`config.mk`:
```
export PLATFORM = sky130hd
export DESIGN_NAME = bis_map
export DESIGN_NICKNAME = d
export VERILOG_FILES = /design/src/bis_pkg.sv /design/src/bis_map.sv
export SDC_FILE = /design/constraint.sdc
export NUM_CORES = 2
export LEC_CHECK = 0
export BUFFER_PORTS_ARGS = -buffer_cell sky130_fd_sc_hd__buf_2
export CELL_PAD_IN_SITES_DETAIL_PLACEMENT = 2
export CELL_PAD_IN_SITES_GLOBAL_PLACEMENT = 2
export CORE_ASPECT_RATIO = 0.75
export CORE_MARGIN = 3
export CORE_UTILIZATION = 36
export DETAILED_ROUTE_END_ITERATION = 16
export PLACE_DENSITY_LB_ADDON = 0.1
export SYNTH_ARGS = -nofsm -noshare
export SYNTH_HDL_FRONTEND = slang
export SYNTH_SLANG_ARGS = --single-unit
```
`constraint.sdc`:
```
create_clock -name clk -period 8.2 [get_ports clk]
set_clock_uncertainty 0.2 [all_clocks]
set_input_delay 2.05 -clock clk [delete_from_list [all_inputs] [get_ports clk]]
set_output_delay 2.05 -clock clk [all_outputs]
set_load 0.02 [all_outputs]
```
`src/bis_pkg.sv`:
```
// Shared types and constants for the bilinear image scaler.
// Depends on nothing; every other file of the block imports it.
`default_nettype none

package bis_pkg;

    // Fixed field widths.
    localparam int COORD_W    = 16;
    localparam int STEP_W     = 24;
    localparam int SIZE_REG_W = 10;
    localparam int CHAN_W     = 8;
    localparam int PIX_W      = 32;

    // Queue between the front end and the datapath.
    localparam int QUEUE_DEPTH = 4;
    localparam int QPTR_W      = 2;
    localparam int QCNT_W      = 3;

    // Configuration port.
    localparam int PADDR_W   = 5;
    localparam int PDATA_W   = 32;
    localparam int CFG_IDX_W = 3;

    localparam logic [CFG_IDX_W-1:0] REG_SRC_WIDTH   = 3'd0;
    localparam logic [CFG_IDX_W-1:0] REG_SRC_HEIGHT  = 3'd1;
    localparam logic [CFG_IDX_W-1:0] REG_STEP_X      = 3'd2;
    localparam logic [CFG_IDX_W-1:0] REG_STEP_Y      = 3'd3;
    localparam logic [CFG_IDX_W-1:0] REG_FILTER_MODE = 3'd4;

    localparam logic [SIZE_REG_W-1:0] SRC_WIDTH_RESET  = 10'd1;
    localparam logic [SIZE_REG_W-1:0] SRC_HEIGHT_RESET = 10'd1;
    localparam logic [STEP_W-1:0]     STEP_X_RESET     = 24'd65536;
    localparam logic [STEP_W-1:0]     STEP_Y_RESET     = 24'd65536;

    // Item kinds and filter modes.
    localparam logic KIND_WRITE      = 1'b0;
    localparam logic KIND_REQUEST    = 1'b1;
    localparam logic FILTER_NEAREST  = 1'b0;
    localparam logic FILTER_BILINEAR = 1'b1;

    localparam logic FILTER_MODE_RESET = FILTER_BILINEAR;

    typedef struct packed {
        logic                kind;
        logic [COORD_W-1:0]  col;
        logic [COORD_W-1:0]  row;
        logic [CHAN_W-1:0]   in_red;
        logic [CHAN_W-1:0]   in_green;
        logic [CHAN_W-1:0]   in_blue;
        logic [CHAN_W-1:0]   in_alpha;
    } in_item_t;

    typedef struct packed {
        logic [CHAN_W-1:0] out_red;
        logic [CHAN_W-1:0] out_green;
        logic [CHAN_W-1:0] out_blue;
        logic [CHAN_W-1:0] out_alpha;
    } out_item_t;

    // Control from the mapping stage to the pixel store.
    typedef struct packed {
        logic       wr_en;
        logic       rd_en;
        logic [1:0] wr_bank;
    } store_ctl_t;

    // Parities of the two neighbour columns and rows, which pick the banks.
    typedef struct packed {
        logic x_lo_par;
        logic x_hi_par;
        logic y_lo_par;
        logic y_hi_par;
    } nbr_sel_t;

endpackage

`default_nettype wire

```
`src/bis_map.sv`:
```
// Coordinate mapping: scales the output position by the step, clamps it to
// the image and forms the four bank addresses, or the write address and data. Depends on bis_pkg.
`default_nettype none

module bis_map #(
    parameter int MAX_WIDTH  = 512,
    parameter int MAX_HEIGHT = 512,
    parameter int FRAC_BITS  = 16,
    parameter int SWX        = 10,
    parameter int SWY        = 10,
    parameter int AW         = 16
) (
    input  wire logic                          clk,
    input  wire logic                          rst_n,
    input  wire logic                          q_valid,
    input  wire bis_pkg::in_item_t             q_item,
    output logic                               q_pop,
    input  wire logic [SWX-1:0]                eff_w,
    input  wire logic [SWY-1:0]                eff_h,
    input  wire logic [bis_pkg::STEP_W-1:0]    step_x,
    input  wire logic [bis_pkg::STEP_W-1:0]    step_y,
    input  wire logic                          filter_mode,
    input  wire logic                          down_ready,
    output bis_pkg::store_ctl_t                ctl,
    output logic [AW-1:0]                      wr_addr,
    output logic [bis_pkg::PIX_W-1:0]          wr_data,
    output logic [3:0][AW-1:0]                 rd_addr,
    output logic [FRAC_BITS-1:0]               frac_x,
    output logic [FRAC_BITS-1:0]               frac_y,
    output bis_pkg::nbr_sel_t                  sel
);
    import bis_pkg::*;

    localparam int PW    = COORD_W + STEP_W;
    localparam int IPW   = PW - FRAC_BITS;
    localparam int XW    = $clog2(MAX_WIDTH);
    localparam int YW    = $clog2(MAX_HEIGHT);
    localparam int HCOLS = (MAX_WIDTH + 1) / 2;

    logic              valid_reg;
    logic              kind_reg;
    logic [PW-1:0]     pos_x_reg;
    logic [PW-1:0]     pos_y_reg;
    logic [XW-1:0]     wcol_reg;
    logic [YW-1:0]     wrow_reg;
    logic [PIX_W-1:0]  pix_reg;
    logic              ready;

    logic [IPW-1:0]    ip_x, ip_y;
    logic [SWX-1:0]    wm1;
    logic [SWY-1:0]    hm1;
    logic              clamp_x, clamp_y;
    logic [XW-1:0]     x_lo, x_hi;
    logic [YW-1:0]     y_lo, y_hi;

    function automatic logic [AW-1:0] bank_addr(input logic [XW-1:0] x,
                                                 input logic [YW-1:0] y);
        return AW'(32'(y >> 1) * 32'(HCOLS) + 32'(x >> 1));
    endfunction

    assign ready = !valid_reg || down_ready;
    assign q_pop = q_valid && ready;

    // Stage register: product of coordinate and step, or the write payload.
    always_ff @(posedge clk or negedge rst_n)
    begin
        if (!rst_n)
        begin
            valid_reg <= 1'b0;
        end
        else if (ready)
        begin
            valid_reg <= q_valid;
        end
    end

    always_ff @(posedge clk)
    begin
        if (q_pop)
        begin
            kind_reg  <= q_item.kind;
            pos_x_reg <= PW'(q_item.col) * PW'(step_x);
            pos_y_reg <= PW'(q_item.row) * PW'(step_y);
            wcol_reg  <= q_item.col[XW-1:0];
            wrow_reg  <= q_item.row[YW-1:0];
            pix_reg   <= {q_item.in_alpha, q_item.in_blue, q_item.in_green, q_item.in_red};
        end
    end

    // Clamp the integer parts; a clamped neighbour repeats the last line.
    // Nearest mode uses the low neighbour alone, so both neighbours collapse onto it.
    always_comb
    begin
        ip_x    = pos_x_reg[PW-1:FRAC_BITS];
        ip_y    = pos_y_reg[PW-1:FRAC_BITS];
        wm1     = eff_w - 1'b1;
        hm1     = eff_h - 1'b1;
        clamp_x = (ip_x >= IPW'(wm1));
        clamp_y = (ip_y >= IPW'(hm1));
        x_lo    = clamp_x ? XW'(wm1) : ip_x[XW-1:0];
        y_lo    = clamp_y ? YW'(hm1) : ip_y[YW-1:0];
        x_hi    = (clamp_x || filter_mode == FILTER_NEAREST) ? x_lo : x_lo + 1'b1;
        y_hi    = (clamp_y || filter_mode == FILTER_NEAREST) ? y_lo : y_lo + 1'b1;
        frac_x  = (clamp_x || filter_mode == FILTER_NEAREST) ? '0
                                                              : pos_x_reg[FRAC_BITS-1:0];
        frac_y  = (clamp_y || filter_mode == FILTER_NEAREST) ? '0
                                                              : pos_y_reg[FRAC_BITS-1:0];
    end

    // Each bank takes whichever neighbour has its column and row parity.
    for (genvar b = 0; b < 4; b++)
    begin : g_bank_addr
        logic [XW-1:0] xs;
        logic [YW-1:0] ys;
        assign xs         = (x_lo[0] == b[0]) ? x_lo : x_hi;
        assign ys         = (y_lo[0] == b[1]) ? y_lo : y_hi;
        assign rd_addr[b] = bank_addr(xs, ys);
    end

    assign sel.x_lo_par = x_lo[0];
    assign sel.x_hi_par = x_hi[0];
    assign sel.y_lo_par = y_lo[0];
    assign sel.y_hi_par = y_hi[0];

    assign ctl.wr_en   = valid_reg && (kind_reg == KIND_WRITE) && down_ready;
    assign ctl.rd_en   = valid_reg && (kind_reg == KIND_REQUEST) && down_ready;
    assign ctl.wr_bank = {wrow_reg[0], wcol_reg[0]};
    assign wr_addr     = bank_addr(wcol_reg, wrow_reg);
    assign wr_data     = pix_reg;

endmodule

`default_nettype wire

```
# Yosys cells after proc, flatten, opt, wreduce, memory -nomap -nowiden
# Index checks and enable logic that the tools add are counted.
dict set report word_totals {
  out_inout_bits 153
  n_memories 0
  reg_bits 132
  input_bits 138
  ram_bits 0
  rom_bits 0
  latchBits 0
  elab_cells 41
}
dict set report op_classes {
  div 0
  eq_ne 0
  mux 10
  n_lt_le_gt_ge 2
  bitwise 2
  mul 2
  n_addsub 9
  shift 0
  n_reduce_logical 9
}
# op count
set op_table {}
lappend op_table {{adder 16 x 8 -> 16 bit} 5}
lappend op_table {{multiplier 16 x 24 -> 40 bit} 2}
lappend op_table {{2-to-1 mux 9 bit} 8}
lappend op_table {{>= comparator 24 x 10 -> 1 bit} 2}
lappend op_table {{2-to-1 mux 16 bit} 2}
lappend op_table {{subtractor 10 x 1 -> 10 bit, second input constant} 2}
lappend op_table {{adder 9 x 1 -> 9 bit, second input constant} 2}
lappend op_table {{logical AND 1 bit} 5}
lappend op_table {{logical OR 1 bit} 3}
lappend op_table {{NOT 1 bit} 2}
lappend op_table {{logical NOT 1 bit} 1}

# Longest topological paths before layout
dict set report depth {
  depth_word 7
  mapped_depth 26
  ltp_nobuf 24
}

# Worst setup path after synthesis
# Ideal clock, no wire load.
dict set report synth_path {
  path_type {input to output}
  from {input port eff_h[3]}
  to {output port rd_addr[63] (netlist bit)}
  slack_ns -0.681
  arrival_ns 6.631
  cell_stages 21
  n_path_buf 2
  path_cell_list {or3_1 -> or2_2 -> or3_1 -> nor4_1 -> xnor2_1 -> ha_1 -> nor4_1 -> nand4_1 -> a211o_1 -> a31o_2 -> buf_2 -> nand2_1 -> o21ai_1 -> inv_1 -> ha_1 -> nand4_1 -> or4_1 -> a21oi_1 -> nand2_1 -> xor2_1 -> buf_4}
}
# item line_no
set synth_lines {}
lappend synth_lines {{start: declaration} bis_map.sv:19} ;# input wire logic [SWY-1:0] eff_h,
lappend synth_lines {{end: declaration} bis_map.sv:27} ;# output logic [3:0][AW-1:0] rd_addr,

==> flow_summary.yaml <==
sta:
  maxSlewHeadroom: 0.370
  setup_slack_ps: -257
  fin_crit_ps: 8460
  fin_crit_sh: 1.03
  rsz0062_at_grt: "true"
  max_clock_freq_mhz: 118
  drv_slew: 0
  hold_viol: 0
  worst_slew_pin_slew_ps: 945
  setup_viol: 13
setup_path:
  startpoint: "eff_h[3]"
  start_kind: "primary input"
  critPathMostFrequentCell: "buf_6"
  slowest_stage: "or4_4"
  r2r_start: "valid_reg$_DFFE_PN0N_"
  end_kind: "output pin"
  critPathBufInv: 4
  path_cells: "buf_6 -> or3_4 -> or2_4 -> or3_4 -> nor4_4 -> xnor2_1 -> ha_2 -> and3_4 -> a211o_1 -> a31o_4 -> nand2_4 -> o21ai_4 -> inv_4 -> ha_4 -> nand4_1 -> or4_4 -> a21oi_2 -> buf_6 -> nand2_4 -> xor2_4 -> buf_6"
  critPathMaxStageDelay_ps: 460
  path_class: "in -> out"
  crit_arrival_ps: 6210
  crit_required_ps: 5950
  crit_family: "simple AND/OR/NAND/NOR gates"
  path_max_fanout: 4
synthesis:
  ys_top_cells_by_area: "fa_1, edfxtp_1, ha_1, inv_1, and2_1"
  synth-async-reset-ratio: 0.00758
  synth-edff-count: 131
  ys_ff_latch: 132
  synth_top_cell_area_share: 0.403
  synth_top_area_cell: "fa_1"
  ys_seq_area_frac: 0.130
  yosysUniqueCellTypes: 71
  postSynthNetCount: 4239
  syn_inst: 3241
  yosysWarnings: 0
  synth-main-ff-cell: "edfxtp_1"
  syn_area_um2: 30400
  synth_area_per_cell_um2: 9.37
cells_and_area:
  layout_commonest_cell: "inv_1"
  area_growth_pct: 21.7
  fin_cells: 4902
  drive_gt1_frac: 0.215
  fill_cells: 8976
  final_cell_mix: "inv_1, fa_1, nand2_1"
  nNetsFinal: 4767
clock_tree:
  numCtsBuffers: 17
  path_clk_slew_ps: 70
  insertion_delay_ps: 470
  cts_buffer_depth: 2
  cts_tree: "built"
  cts.sinks: 132
  ctsHoldBuffers: 0
  root_buffer: "clkbuf_16"
  htreeDepth: 4
detailed_routing:
  via_count: 23500
  routedWlPerCell_um: 21.0
  drc: 0
  first_pass_iters: 5
  viasPerCell: 4.79
  drtIter0Drc: 876
  wl_um: 103000
  ant_nets: 0
outcome:
  status: "finished with violations"
  violations: "negative setup slack"
placed_design:
  place_congestion: 0.848
  dp_hpwl_um: 90100
  portBuffers: 290
  dpl.cell_count: 4849
floorplan:
  dieHeight_um: 258
  initial_core_util: 0.366
  num_rows: 91
  ios: 291
  die-area_um2: 87900
  core_um2: 82900
  die_w_um: 341
worst_hold_path:
  min_from: "valid_reg$_DFFE_PN0N_"
  hold_path.class: "reg -> reg"
grt:
  antenna_found_initial: 6
  grt_pass1_vias: 28400
  grt_first_pass_wirelength_um: 165000
  track_usage: 0.240
  grt_max_degree: 64
  grt_remaining_overflow: 0
job:
  cap_violations: 0
[area by class of cell]
| cell class | count | area (um2) | area share |
|---|---|---|---|
| repair buffers | 663 | 4670 | 0.126 |
| clock buffers | 17 | 425 | 0.0115 |
| well taps | 1116 | 1400 | 0.0378 |
| multi-input cells | 2230 | 23600 | 0.639 |
| flip-flops and latches | 132 | 3960 | 0.107 |
| inverters | 725 | 2720 | 0.0737 |
| clock inverters | 15 | 140 | 0.00379 |
| diodes | 4 | 10.0 | 0.000271 |
[what timing repair did]
action | CTS | global route
pin swaps | 17 | 38
setup endpoints to repair | 39 | 60
buffers inserted | 8 | 10
resized for setup | 57 | 128
[synth_stat cells (13+ instances only)]
master    instances
and2_1          352
nand2b_1         13
nor2_1           55
ha_1            248
clkbuf_1        117
nand3_1          18
xor2_1           30
nand2_1         494
nor4_1           13
a21oi_1          79
a21o_1           36
o21ai_0          29
inv_1           725
fa_1            612
nand4_1          14
nor3_1           17
o21bai_1         14
buf_4            32
edfxtp_1        131
xnor2_1          80
[worst register-to-register path, cell delays in order, from the launching register on]
cell and delay, ps:
dfrtp_1 400, nand2b_1 100, and2_4 530, buf_4 550
buf_4 790
[cell families (layout without fill, tap and decap cells)]
kind of cell,Yosys count,after routing,share of synthesized area
adders and majority gates,860,860,0.506
AOI/OAI and AO/OA,227,227,0.0499
other,0,4,0
xor gates and xnor gates,110,110,0.0317
buffers and inverters,879,1420,0.113
and+or+nand+nor,1020,1020,0.164
muxes,13,13,0.00507
DFF,132,132,0.130
[final timing paths]
path / to / slack [ps] / cells past startpoint
worst min-delay path: valid_reg$_DFFE_PN0N_ / 370 / 2
worst min register to register: valid_reg$_DFFE_PN0N_ / 370 / 2
max in group asynchronous: valid_reg$_DFFE_PN0N_ / 6580 / 1
worst max-delay path: rd_addr[47] / -260 / 21
worst max register to register: pos_y_reg[20]$_DFFE_PP_ / 5150 / 4
min in group asynchronous: valid_reg$_DFFE_PN0N_ / 1140 / 1
[through the flow]
| stage | util | instance area (um2) | setup TNS, ps | setup slack (ps) | hold WS [ps] |
|---|---|---|---|---|---|
| global route | 0.446 | 36900 | -6080 | -411 | 407 |
| CTS | 0.439 | 36400 | -1520 | -222 | 370 |
| detailed placement | 0.428 | 35500 | -13830 | -620 | 347 |
| global placement | 0.428 | 35500 | -9220 | -517 | 310 |
| floorplan | - | 30500 | -490 | -185 | 285 |
| finish | 0.446 | 37000 | -2270 | -257 | 373 |
[per-layer routing]
| metal | vias to the layer above | share of wire | GRT usage |
|---|---|---|---|
| met5 | - | 0.00013 | 0 |
| met4 | 2 | 0.014 | 0.0495 |
| met3 | 71 | 0.028 | 0.0311 |
| met2 | 252 | 0.50 | 0.413 |
| met1 | 12400 | 0.46 | 0.325 |
| li1 | 10800 | - | - |
Power is not shown: default switching activity piles up to over one toggle a cycle in this logic, so the estimate is an artifact.
