### src/bis_pkg.sv
// Shared types and constants for the bilinear image scaler.
// Depends on nothing; every other file of the block imports it.
`default_nettype none

package bis_pkg;

    // Fixed field widths.
    localparam int COORD_W    = 16;
    localparam int STEP_W     = 24;
    localparam int SIZE_REG_W = 10;
    localparam int CHAN_W     = 8;
    localparam int PIX_W      = 32;

    // Queue between the front end and the datapath.
    localparam int QUEUE_DEPTH = 4;
    localparam int QPTR_W      = 2;
    localparam int QCNT_W      = 3;

    // Configuration port.
    localparam int PADDR_W   = 5;
    localparam int PDATA_W   = 32;
    localparam int CFG_IDX_W = 3;

    localparam logic [CFG_IDX_W-1:0] REG_SRC_WIDTH   = 3'd0;
    localparam logic [CFG_IDX_W-1:0] REG_SRC_HEIGHT  = 3'd1;
    localparam logic [CFG_IDX_W-1:0] REG_STEP_X      = 3'd2;
    localparam logic [CFG_IDX_W-1:0] REG_STEP_Y      = 3'd3;
    localparam logic [CFG_IDX_W-1:0] REG_FILTER_MODE = 3'd4;

    localparam logic [SIZE_REG_W-1:0] SRC_WIDTH_RESET  = 10'd1;
    localparam logic [SIZE_REG_W-1:0] SRC_HEIGHT_RESET = 10'd1;
    localparam logic [STEP_W-1:0]     STEP_X_RESET     = 24'd65536;
    localparam logic [STEP_W-1:0]     STEP_Y_RESET     = 24'd65536;

    // Item kinds and filter modes.
    localparam logic KIND_WRITE      = 1'b0;
    localparam logic KIND_REQUEST    = 1'b1;
    localparam logic FILTER_NEAREST  = 1'b0;
    localparam logic FILTER_BILINEAR = 1'b1;

    localparam logic FILTER_MODE_RESET = FILTER_BILINEAR;

    typedef struct packed {
        logic                kind;
        logic [COORD_W-1:0]  col;
        logic [COORD_W-1:0]  row;
        logic [CHAN_W-1:0]   in_red;
        logic [CHAN_W-1:0]   in_green;
        logic [CHAN_W-1:0]   in_blue;
        logic [CHAN_W-1:0]   in_alpha;
    } in_item_t;

    typedef struct packed {
        logic [CHAN_W-1:0] out_red;
        logic [CHAN_W-1:0] out_green;
        logic [CHAN_W-1:0] out_blue;
        logic [CHAN_W-1:0] out_alpha;
    } out_item_t;

    // Control from the mapping stage to the pixel store.
    typedef struct packed {
        logic       wr_en;
        logic       rd_en;
        logic [1:0] wr_bank;
    } store_ctl_t;

    // Parities of the two neighbour columns and rows, which pick the banks.
    typedef struct packed {
        logic x_lo_par;
        logic x_hi_par;
        logic y_lo_par;
        logic y_hi_par;
    } nbr_sel_t;

endpackage

`default_nettype wire

### src/bis_front.sv
// Front end of the scaler: accepts beats, drops writes outside the image
// and queues the rest for the datapath. Depends on bis_pkg.
`default_nettype none

module bis_front #(
    parameter int SWX = 10,
    parameter int SWY = 10
) (
    input  wire logic               clk,
    input  wire logic               rst_n,
    input  wire logic               item_valid,
    input  wire bis_pkg::in_item_t  item,
    output logic                    item_stall,
    input  wire logic [SWX-1:0]     eff_w,
    input  wire logic [SWY-1:0]     eff_h,
    output logic                    q_valid,
    output bis_pkg::in_item_t       q_item,
    input  wire logic               q_pop
);
    import bis_pkg::*;

    in_item_t            entry_reg [QUEUE_DEPTH];
    logic [QPTR_W-1:0]   wr_ptr_reg, wr_ptr_next;
    logic [QPTR_W-1:0]   rd_ptr_reg, rd_ptr_next;
    logic [QCNT_W-1:0]   count_reg, count_next;
    logic                in_range;
    logic                push;

    // Classify: requests always go on, writes only inside the image.
    assign in_range = (item.col < COORD_W'(eff_w)) && (item.row < COORD_W'(eff_h));
    assign push     = item_valid && !item_stall && ((item.kind == KIND_REQUEST) || in_range);

    assign item_stall = (count_reg == QCNT_W'(QUEUE_DEPTH));
    assign q_valid    = (count_reg != '0);
    assign q_item     = entry_reg[rd_ptr_reg];

    // Pointer and fill count update.
    always_comb
    begin
        wr_ptr_next = push  ? wr_ptr_reg + 1'b1 : wr_ptr_reg;
        rd_ptr_next = q_pop ? rd_ptr_reg + 1'b1 : rd_ptr_reg;
        count_next  = count_reg;
        if (push && !q_pop)
        begin
            count_next = count_reg + 1'b1;
        end
        else if (!push && q_pop)
        begin
            count_next = count_reg - 1'b1;
        end
    end

    always_ff @(posedge clk or negedge rst_n)
    begin
        if (!rst_n)
        begin
            wr_ptr_reg <= '0;
            rd_ptr_reg <= '0;
            count_reg  <= '0;
        end
        else
        begin
            wr_ptr_reg <= wr_ptr_next;
            rd_ptr_reg <= rd_ptr_next;
            count_reg  <= count_next;
        end
    end

    // Queue storage holds payload only.
    always_ff @(posedge clk)
    begin
        if (push)
        begin
            entry_reg[wr_ptr_reg] <= item;
        end
    end

endmodule

`default_nettype wire

### config.mk
export PLATFORM = sky130hd
export DESIGN_NAME = bis_front
export DESIGN_NICKNAME = d
export VERILOG_FILES = /design/src/bis_pkg.sv /design/src/bis_front.sv
export SDC_FILE = /design/constraint.sdc
export NUM_CORES = 1
export LEC_CHECK = 0
export ABC_AREA = 0
export ABC_CLOCK_PERIOD_IN_PS = 8400
export BUFFER_PORTS_ARGS = -buffer_cell sky130_fd_sc_hd__buf_2
export CAP_MARGIN = 10
export CORE_MARGIN = 4
export CORE_UTILIZATION = 40
export CTS_CLUSTER_SIZE = 10
export DETAILED_ROUTE_END_ITERATION = 10
export PLACE_DENSITY = 0.7
export SYNTH_ARGS = -nofsm -noshare
export SYNTH_HDL_FRONTEND = slang
export SYNTH_SLANG_ARGS = --single-unit
### constraint.sdc
create_clock -name clk -period 8.4 [get_ports clk]
set_input_delay 0.42 -clock clk [delete_from_list [all_inputs] [get_ports clk]]
set_output_delay 0.42 -clock clk [all_outputs]
set_load 0.03 [all_outputs]
* Word level (Yosys, flattened, before mapping) *
Memory sizes are Yosys's and may differ from the RTL's.
Cells that the tools add are included.

storage, ports and cells
  memory bits (writable) = 260
  register bits after elaboration = 7
  output and inout bits = 67
  bits of input ports = 89
  memories = 1
  logic and storage cells = 26

cells by class
  order comparisons = 2
  mux-type cells = 4
  $add $sub $neg = 4
  reduce and logical (&&, ||, !) cells = 11
  equality and inequality tests = 1

memories
  name       words  bits a word  rd ports  clocked after Yosys merged registers in  write ports  RTL line         text
  entry_reg  4      65           1         0                                        1            bis_front.sv:22  in_item_t entry_reg [QUEUE_DEPTH];

operators with widths
  kind                   number
  $lt A16 B10 Y1         2
  $mux W3                2
  $logic_and A1 B1 Y1    5
  $add A2 B1 Y2 const B  2
  $add A3 B1 Y3 const B  1
  $eq A3 B3 Y1 const B   1
  $logic_not A1 Y1       3
  $reduce_bool A3 Y1     1
  $sub A3 B1 Y3 const B  1
  $mux W1                2
  $reduce_bool A2 Y1     1
  $logic_or A1 B1 Y1     1

* Logic depth before layout (Yosys ltp) *
Gate-level depths: netlist of the first run.

  depth after elaboration = 8
  depth in mapped cells = 14
  depth with buffers taken out = 14

* Least setup slack after synthesis of the first run *
No wires, ideal clock.

  kind = input to register
  start point = in eff_h[2]
  end point = mem entry_reg[0][0] (netlist name) (enable)
  path slack = 1.310 ns
  library setup time = 0.581 ns
  buffers on the path = 0
  arrival time = 6.509 ns
  stages on the path = 8
  required time = 7.819 ns
  path through = inv_1 -> ha_1 -> a211o_1 -> a31oi_1 -> o31ai_1 -> nor4_4 -> a21oi_2 -> nor3b_1

on the way
  longest elaborated chain between the ends = 6

RTL lines
  element                        RTL line         text
  start: declaration             bis_front.sv:15  input wire logic [SWY-1:0] eff_h,
  $lt A16 B10 Y1                 bis_front.sv:30  assign in_range = (item.col < COORD_W'(eff_w)) && (item.row < COORD_W'(eff_h));
  $logic_and A1 B1 Y1            bis_front.sv:30
  $logic_or A1 B1 Y1             bis_front.sv:31  assign push = item_valid && !item_stall && ((item.kind == KIND_REQUEST) || in_range);
  $logic_and A1 B1 Y1            bis_front.sv:31
  $mux W1                        bis_front.sv:72  if (push)
  $mux W1 (implied by the code)  bis_front.sv:74  entry_reg[wr_ptr_reg] <= item;
  end: declaration               bis_front.sv:22

No other way between the ends.

==> flow_summary.yaml, run 1 <==
status:
  status: "finished clean"
floorplan:
  fp.dieArea_um2: 28410
  die-height_um: 168.6
  dieWidth_um: 168.6
  initial_core_util: 0.4083
  core_um2: 25250
  rows: 58
  ios: 156
synthesis:
  synth_cell_type_count: 41
  avgSynthCellArea_um2: 22.91
  synth_area_um2: 10310
  yosysWarningCount: 0
  syn_nets: 563
  synth_top_flop_cell: "edfxtp_1"
  yosysSeqAreaShare: 0.7742
  async_flop_share: 0.02622
  synth_edf_count: 260
  synthCells: 450
  ys_ff_latch: 267
worst_setup_path:
  crit_chain: "buf_4, mux4_2, buf_2"
  endpoint_kind: "primary output"
  critPathArrivalTime_ns: 2.91
  cp_max_fo: 35
  crit_type: "flop to primary output"
  worst_path_max_delay_cell: "dfrtp_4"
  worst_setup_path_start_kind: "flop"
  required_ns: 7.98
  cp_slowest_stage_delay_ns: 0.86
clock_network:
  cts.sinks: 267
  cts.clk_slew.worst_paths_ns: 0.05
  clockBufferDepth: 3
  clk_latency_ns: 0.53
  root_buffer: "clkbuf_16"
  cts_buffers: 31
  cts_max_level: 1
  cts_tree: "yes"
  ctsResizeCount: 0
sta:
  max_slew_margin: 0.2980
  tightest_slew_ns: 1.053
  fin_worst_skew_ns: 0.01053
  rsz0062_at_grt: "false"
  setup_tns_ns: 0
  finalHoldViolations: 0
  finalCriticalPeriod_ns: 3.333
  max_freq_mhz: 300.0
  fin_crit_sh: 0.3968
  finalMaxSlewViolations: 0
  worst_slack_ns: 5.067
  finalSetupViolCount: 0
placed_design:
  place.gp.congestion: 0.7377
  dp_hpwl_mm: 12.31
  port_buffers: 155
  preCtsSetupSlack_ns: 4.765
detailed_routing:
  drt_iter0_markers: 359
  wl_met2_mm: 10.46
  ant_nets: 0
  met1Wirelength_mm: 8.207
  viasPerCell: 5.206
  top_layer: "met5"
  met3WireLength_mm: 1.220
  drt_first_pass_iters: 4
  drc: 0
  wl_per_cell_um: 20.91
  via_count: 5055
  drt-total-wl_mm: 20.31
cells_and_area:
  area_delta_synth_final_pct: 19.71
  nFillCells: 2077
  largest_reg_flops: 260
  drive_gt1_frac: 0.4243
  diodes: 0
  fin_nets: 741
grt:
  grt.total_usage: 0.1432
  antenna_found_initial: 1
  grt_max_degree: 67
  grt_overflow: 0
  grt_pass1_vias: 5629
  grt_pass1_wl_mm: 31.93
run:
  drv_cap: 0
pwr:
  p_leak_nw: 4.331
  power.density_nw_per_um2: 335.6
  max-vdd-ir-drop_mv: 0.2139
min_path:
  hold_path.class: "input pin to flop"
logic make-up (layout without fill, tap and decap cells):
logic type,Yosys count,after routing,share of synthesized area
fa+ha+maj,24,24,0.02985
xor+xnor,5,5,0.004248
simple gates,30,30,0.01905
flops,267,267,0.7742
compound gates,19,19,0.01444
buf+inv,39,230,0.01517
mux,66,66,0.1431
timing repair:
item                       CTS  global route
setup endpoints to repair    0             0
hold endpoints to repair     7             0
hold buffers                 1             0
buffers inserted             0             0
cell type report:
type                    count  area, um^2  share of cell area
clock inverters             3       17.52            0.001419
clock buffers              43       820.8             0.06650
well taps                 330       412.9             0.03345
inverters                  23       86.33            0.006994
multi-input cells         144        2192              0.1776
repair buffers            161       823.3             0.06670
flip-flops and latches    267        7990              0.6473
path summary, 6_finish.rpt:
path                       cells past startpoint  slack [ns]                 startpoint                   endpoint
max                                            3        5.07  rd_ptr_reg[0]$_DFFE_PN0P_                  q_item[2]
min                                            2        0.10                      q_pop  rd_ptr_reg[0]$_DFFE_PN0P_
max reg2reg                                    7        5.91   count_reg[1]$_DFFE_PN0P_   count_reg[1]$_DFFE_PN0P_
min reg2reg                                    1        0.49   count_reg[2]$_DFFE_PN0P_   count_reg[2]$_DFFE_PN0P_
max in group asynchronous                      2        7.94                      rst_n  rd_ptr_reg[0]$_DFFE_PN0P_
min in group asynchronous                      2        0.27                      rst_n   count_reg[2]$_DFFE_PN0P_
power by group:
group	leakage (nW)	switching (mW)	internal [mW]	total, mW
combinational	1.49	0.737	0.490	1.23
sequential	2.44	0.160	1.63	1.79
clock	0.406	0.460	0.666	1.13
per-stage QoR:
stage	power, mW	hold WS [ns]	utilization	instances	area (um^2)
floorplan	2.706	0.1244	-	450	10310
global placement	3.045	0.2588	0.4552	924	11490
detailed placement	3.077	0.2652	0.4552	924	11490
CTS	4.220	0.06571	0.4888	971	12340
global route	4.354	0.07939	0.4888	971	12340
finish	4.142	0.1047	0.4888	971	12340
layer usage:
layer / up-vias / track usage
met5: - / 0
met4: 2 / 0.03987
met3: 31 / 0.03316
met2: 159 / 0.2470
met1: 2636 / 0.1835
li1: 2227 / -
synth_stat cells (2+ instances only):
cell | number | area, um^2
mux4_2 | 65 | 1464
nor3b_1 | 5 | 37.54
inv_1 | 23 | 86.33
a21oi_1 | 4 | 20.02
nor4_1 | 2 | 12.51
a211o_2 | 2 | 20.02
o211ai_1 | 2 | 15.01
buf_2 | 7 | 35.03
xnor2_1 | 2 | 17.52
nand2_1 | 4 | 15.01
nor2_1 | 3 | 11.26
nand4_1 | 3 | 18.77
edfxtp_1 | 260 | 7807
clkbuf_1 | 5 | 18.77
xor2_1 | 3 | 26.28
ha_1 | 23 | 287.8
dfrtp_1 | 7 | 175.2
buf_1 | 3 | 11.26
nand2b_1 | 2 | 12.51
and3_1 | 4 | 25.02
placed cells by master (no fill, tap or decap), types with 3 or more instances in the layout:
cell	netlist	routed
clkbuf_16	0	31
buf_4	0	5
and3_1	4	4
a21oi_1	4	4
inv_1	23	23
mux4_2	65	65
xor2_1	3	3
nand4_1	3	3
nor3b_2	0	4
nor2_1	3	3
nand2_1	4	4
clkbuf_1	5	12
ha_1	23	23
dfrtp_1	7	5
edfxtp_1	260	260
buf_2	7	155
critical path, delay by kind of cell, from the launching register on:
kind                   cells  cell delay, ns
buffers and inverters      2            0.90
multiplexers               1            0.61
flip-flops                 1            0.86
Note: power is estimated with default switching activity, not from simulation.
==> run 2: changes to the inputs <==
- ABC_CLOCK_PERIOD_IN_PS: 8400 -> 3440
- clock period: 8.4 -> 3.44 ns (I/O delays scaled with it)
==> flow_summary.yaml, run 2 (same netlist as run 1, synthesis figures left out) <==
status:
  status: "finished clean"
clock_network:
  cts_tree: "yes"
  clockBufferDepth: 3
  cts_buffers: 31
  clk_latency_ns: 0.54
  cts_max_level: 1
  root_buffer: "clkbuf_16"
  cts.clk_slew.worst_paths_ns: 0.06
  cts.sinks: 267
  postCtsSetupRepairBufs: 0
detailed_routing:
  drc: 0
  viasPerCell: 5.037
  wl_per_cell_um: 20.23
  ant_nets: 0
  drt_iter0_markers: 335
  drt-total-wl_mm: 21.38
  via_count: 5324
  drt_first_pass_iters: 4
worst_setup_path:
  regToRegSetupSlack_ns: 0.88
  crit_chain: "dlygate4sd3_1, buf_2, ha_4, a211o_1, a31oi_1, buf_4, o31ai_2, nor4_4, a21oi_4, nor2_1, ha_1, inv_1, fa_1, xor2_1, nor2_1, xor2_1"
  critPathArrivalTime_ns: 3.68
  rr_worst_depth: 7
  worst_path_max_delay_cell: "dlygate4sd3_1"
  worstReg2RegStart: "count_reg[1]$_DFFE_PN0P_"
  crit_type: "input pin to flop"
  critPathCapture: "count_reg[2]$_DFFE_PN0P_"
  worst_setup_path_start_kind: "input pin"
  endpoint_kind: "flop"
  cp-startpoint: "item[34]"
  required_ns: 3.90
  cp_slowest_stage_delay_ns: 0.54
  reg2reg_to: "count_reg[1]$_DFFE_PN0P_"
  cp_max_fo: 5
sta:
  fin_worst_skew_ns: 0.01778
  finalCriticalPeriod_ns: 3.213
  rsz0062_at_grt: "false"
  tightest_slew_ns: 1.018
  finalMaxSlewViolations: 0
  max_freq_mhz: 311.3
  finalSetupViolCount: 0
  fin_crit_sh: 0.9339
  max_slew_margin: 0.3212
  worst_slack_ns: 0.2274
  finalHoldViolations: 0
placed_design:
  dp_hpwl_mm: 13.62
  preCtsSetupSlack_ns: 0.02914
  port_buffers: 155
  place.gp.congestion: 0.7499
grt:
  grt_pass1_wl_mm: 33.26
  grt_max_degree: 67
  grt.total_usage: 0.1499
  grt_pass1_vias: 5875
  grt_overflow: 0
  antenna_found_initial: 0
floorplan:
  core_um2: 25250
  fp.dieArea_um2: 28410
  initial_core_util: 0.4083
  rows: 58
  ios: 156
  dieWidth_um: 168.6
  die-height_um: 168.6
pwr:
  p_leak_nw: 4.716
  internal_power_mw: 7.060
  seqPwrFrac: 0.411
  p_sw_mw: 3.412
  comb_power_share: 0.308
  power.density_nw_per_um2: 789.4
  max-vdd-ir-drop_mv: 0.4674
  pwr-share-clk: 0.281
  switching_share: 0.3258
run:
  drv_cap: 0
cells_and_area:
  diodes: 0
  layout_commonest_cell: "edfxtp_1"
  layout_common_cells: "edfxtp_1 (260), buf_2 (155), dlygate4sd3_1 (68)"
  fin_nets: 815
  largest_reg_flops: 260
  postLayoutCoreUtil: 0.5253
  drive_gt1_frac: 0.3906
  area_delta_synth_final_pct: 28.65
min_path:
  hold_path.class: "input pin to flop"
==> run 2: through the flow <==
| step | instances | area, um^2 | hold slack [ns] | power [mW] | TNS, ns |
|---|---|---|---|---|---|
| floorplan | 450 | 10390 | -0.1236 | 6.595 | -53.50 |
| global placement | 931 | 11660 | 0.01927 | 7.557 | 0 |
| detailed placement | 931 | 11660 | 0.03087 | 7.616 | 0 |
| CTS | 1057 | 13260 | 0.3611 | 10.64 | 0 |
| global route | 1057 | 13270 | 0.3764 | 10.97 | 0 |
| finish | 1057 | 13270 | 0.3901 | 10.47 | 0 |
==> run 2: metal layers <==
layer | share of wire | wire length [um] | up-vias | GRT usage
met4 | 0.019 | 403 | 0 | 0.03740
met1 | 0.42 | 8963 | 2733 | 0.2004
met5 | 0 | 0 | - | 0
met2 | 0.51 | 10910 | 158 | 0.2582
met3 | 0.052 | 1103 | 33 | 0.02616
li1 | - | - | 2400 | -
==> run 2: power groups by stage <==
stage / clock, mW / sequential, mW / combinational [mW]
after floorplan: 0 / 4.12 / 2.48
after global placement: 0 / 4.36 / 3.20
after detailed placement: 0 / 4.38 / 3.23
after CTS: 3.02 / 4.32 / 3.30
after global routing: 3.17 / 4.36 / 3.45
final: 2.95 / 4.30 / 3.23
==> run 2: critical path, delay by kind of cell <==
kind | cells | cell delay [ns]
AOI/OAI and AO/OA | 4 | 0.73
adders and majority gates | 3 | 0.82
xor gates and xnor gates | 2 | 0.33
and+or+nand+nor | 3 | 0.71
buffers and inverters | 4 | 0.92
==> run 2: area by class of cell <==
| type | instances | area (um^2) |
|---|---|---|
| Clock buffer | 55 | 875.8 |
| Clock inverter | 3 | 47.55 |
| Fill cell | 2014 | 11990 |
| Inverter | 23 | 98.84 |
| Multi-Input combinational cell | 144 | 2243 |
| Sequential cell | 267 | 7990 |
| Tap cell | 330 | 412.9 |
| Timing Repair Buffer | 235 | 1597 |
==> run 2: worst min path at each step <==
stage | start | endpoint | slack (ns) | cells past startpoint
floorplan | rst_n | count_reg[0]$_DFFE_PN0P_ | -0.12 | 0
global placement | rst_n | count_reg[0]$_DFFE_PN0P_ | 0.02 | 1
detailed placement | rst_n | count_reg[0]$_DFFE_PN0P_ | 0.03 | 1
CTS | item[30] | entry_reg[0][30]$_DFFE_PP_ | 0.36 | 2
global route | item[3] | entry_reg[2][3]$_DFFE_PP_ | 0.38 | 2
finish | item[3] | entry_reg[3][3]$_DFFE_PP_ | 0.39 | 2
==> run 2: timing repair <==
| action | 4_1_cts | 5_1_grt |
|---|---|---|
| endpoints found under the setup margin | 0 | 1 |
| endpoints found under the hold margin | 269 | 0 |
| gates resized for setup | 0 | 1 |
| hold buffers | 68 | 0 |
==> run 3: changes to the inputs <==
- CTS_BUF_LIST: unset -> sky130_fd_sc_hd__clkbuf_16
==> flow_summary.yaml, run 3 (same netlist as run 1, synthesis figures left out) <==
status:
  status: "finished clean"
clock_network:
  postCtsSetupRepairBufs: 0
  cts_buffers: 31
  cts_max_level: 1
  clockBufferDepth: 3
  root_buffer: "clkbuf_16"
  cts.clk_slew.worst_paths_ns: 0.06
  cts.sinks: 267
  cts_tree: "yes"
  clk_latency_ns: 0.55
worst_setup_path:
  required_ns: 3.90
  cp_slowest_stage_delay_ns: 0.55
  reg2reg_to: "count_reg[1]$_DFFE_PN0P_"
  endpoint_kind: "flop"
  cp_max_fo: 5
  cp-startpoint: "item[35]"
  critPathArrivalTime_ns: 3.66
  worstReg2RegStart: "count_reg[1]$_DFFE_PN0P_"
  worst_path_max_delay_cell: "dlygate4sd3_1"
  crit_type: "input pin to flop"
  rr_worst_depth: 7
  regToRegSetupSlack_ns: 0.88
  crit_chain: "dlygate4sd3_1, buf_2, ha_1, a211o_1, a31oi_1, buf_4, o31ai_2, nor4_4, a21oi_4, nor2_1, ha_1, inv_1, fa_1, xor2_1, nor2_1, xor2_1"
  worst_setup_path_start_kind: "input pin"
cells_and_area:
  multiInputGateArea_um2: 2243
  seq_area_um2: 7990
  layout_commonest_cell: "edfxtp_1"
  diodes: 0
  largest_reg_flops: 260
  nFillCells: 2020
  drive_gt1_frac: 0.3893
  fin_nets: 815
  layout_common_cells: "edfxtp_1 (260), buf_2 (155), dlygate4sd3_1 (68)"
  area_delta_synth_final_pct: 28.55
  fin_area_um2: 13260
placed_design:
  place.gp.congestion: 0.7499
  dp_hpwl_mm: 13.62
  port_buffers: 155
  dpl_cell_area_um2: 11660
grt:
  grt_max_degree: 67
  grt_pass1_vias: 5883
  grt_overflow: 0
  antenna_found_initial: 0
  grt.total_usage: 0.1500
  grt_pass1_wl_mm: 33.28
floorplan:
  rows: 58
  ios: 156
  initial_core_util: 0.4083
  core_um2: 25250
  die-height_um: 168.6
  fp.dieArea_um2: 28410
  dieWidth_um: 168.6
min_path:
  hp-start: "item[3]"
  whs_endpoint: "entry_reg[2][3]$_DFFE_PP_"
  hold_path.class: "input pin to flop"
  hold_depth: 2
sta:
  hold-worst-slack_ns: 0.3907
  fin_crit_sh: 0.9300
  max_slew_margin: 0.3221
  finalMaxSlewViolations: 0
  fin_worst_skew_ns: 0.01420
  finalSetupViolCount: 0
  finalCriticalPeriod_ns: 3.199
  max_freq_mhz: 312.6
  finalHoldViolations: 0
  tightest_slew_ns: 1.017
  rsz0062_at_grt: "false"
run:
  drv_cap: 0
pwr:
  max-vdd-ir-drop_mv: 0.4672
  power.density_nw_per_um2: 783.6
  p_leak_nw: 4.805
detailed_routing:
  drc: 0
  wl_per_cell_um: 20.21
  drt-total-wl_mm: 21.36
  via_count: 5336
  ant_nets: 0
  viasPerCell: 5.048
  drt_iter0_markers: 316
  drt_first_pass_iters: 4
## run 3: cell types whose count changed in the layout (fill, tap and decap cells not counted)
cell,change
clkbuf_1,-23
inv_1,+23
clkbuf_8,-1
clkinv_1,+1
## run 3: worst max path at each step
| stage | end | slack (ns) | cells after the start |
|---|---|---|---|
| after global placement | count_reg[2]$_DFFE_PN0P_ | 0.05 | 13 |
| after floorplan | entry_reg[0][0]$_DFFE_PP_ | -0.21 | 8 |
| after CTS | count_reg[2]$_DFFE_PN0P_ | 0.02 | 14 |
| after detailed placement | count_reg[2]$_DFFE_PN0P_ | 0.03 | 13 |
| after global routing | count_reg[2]$_DFFE_PN0P_ | 0.01 | 16 |
| final | count_reg[2]$_DFFE_PN0P_ | 0.24 | 16 |
## run 3: critical path, delay by kind of cell
kind,cells,cell delay [ns]
AO/OA/AOI/OAI,4,0.68
XOR/XNOR,2,0.33
adder cells (fa/ha/maj),3,0.85
buffers and inverters,4,0.93
AND/OR/NAND/NOR,3,0.70
## run 3: layout make-up
| cell class | count | area share |
|---|---|---|
| Sequential cell | 267 | 0.6028 |
| Multi-Input combinational cell | 144 | 0.1692 |
| Timing Repair Buffer | 235 | 0.1204 |
| Clock buffer | 31 | 0.05852 |
| Tap cell | 330 | 0.03115 |
| Clock inverter | 27 | 0.01038 |
| Inverter | 23 | 0.007457 |
## run 3: routing by layer
metal	wire, um	track usage
met1	8804	0.2006
met2	10910	0.2582
met3	1200	0.02616
met4	447	0.03740
met5	0	0
## run 3: repair_timing
| item | CTS | global route |
|---|---|---|
| hold buffers | 68 | 0 |
| gates resized for setup | 0 | 1 |
| endpoints found under the setup margin | 0 | 1 |
| endpoints found under the hold margin | 269 | 0 |
## run 3: where the power goes
| part | leakage, nW | switching, mW | internal [mW] |
|---|---|---|---|
| Combinational | 1.84 | 1.91 | 1.31 |
| Clock | 0.529 | 1.18 | 1.69 |
| Sequential | 2.44 | 0.330 | 3.97 |
| Total | 4.81 | 3.42 | 6.97 |
## run 3: metrics by stage
stage / setup WS (ns) / instances / total power [mW] / setup TNS, ns / utilization
floorplan: -0.2058 / 450 / 6.595 / -53.50 / -
global placement: 0.04688 / 931 / 7.557 / 0 / 0.4617
detailed placement: 0.02914 / 931 / 7.616 / 0 / 0.4617
CTS: 0.01849 / 1057 / 10.55 / 0 / 0.5248
global route: 0.01116 / 1057 / 10.89 / 0 / 0.5249
finish: 0.2409 / 1057 / 10.39 / 0 / 0.5249
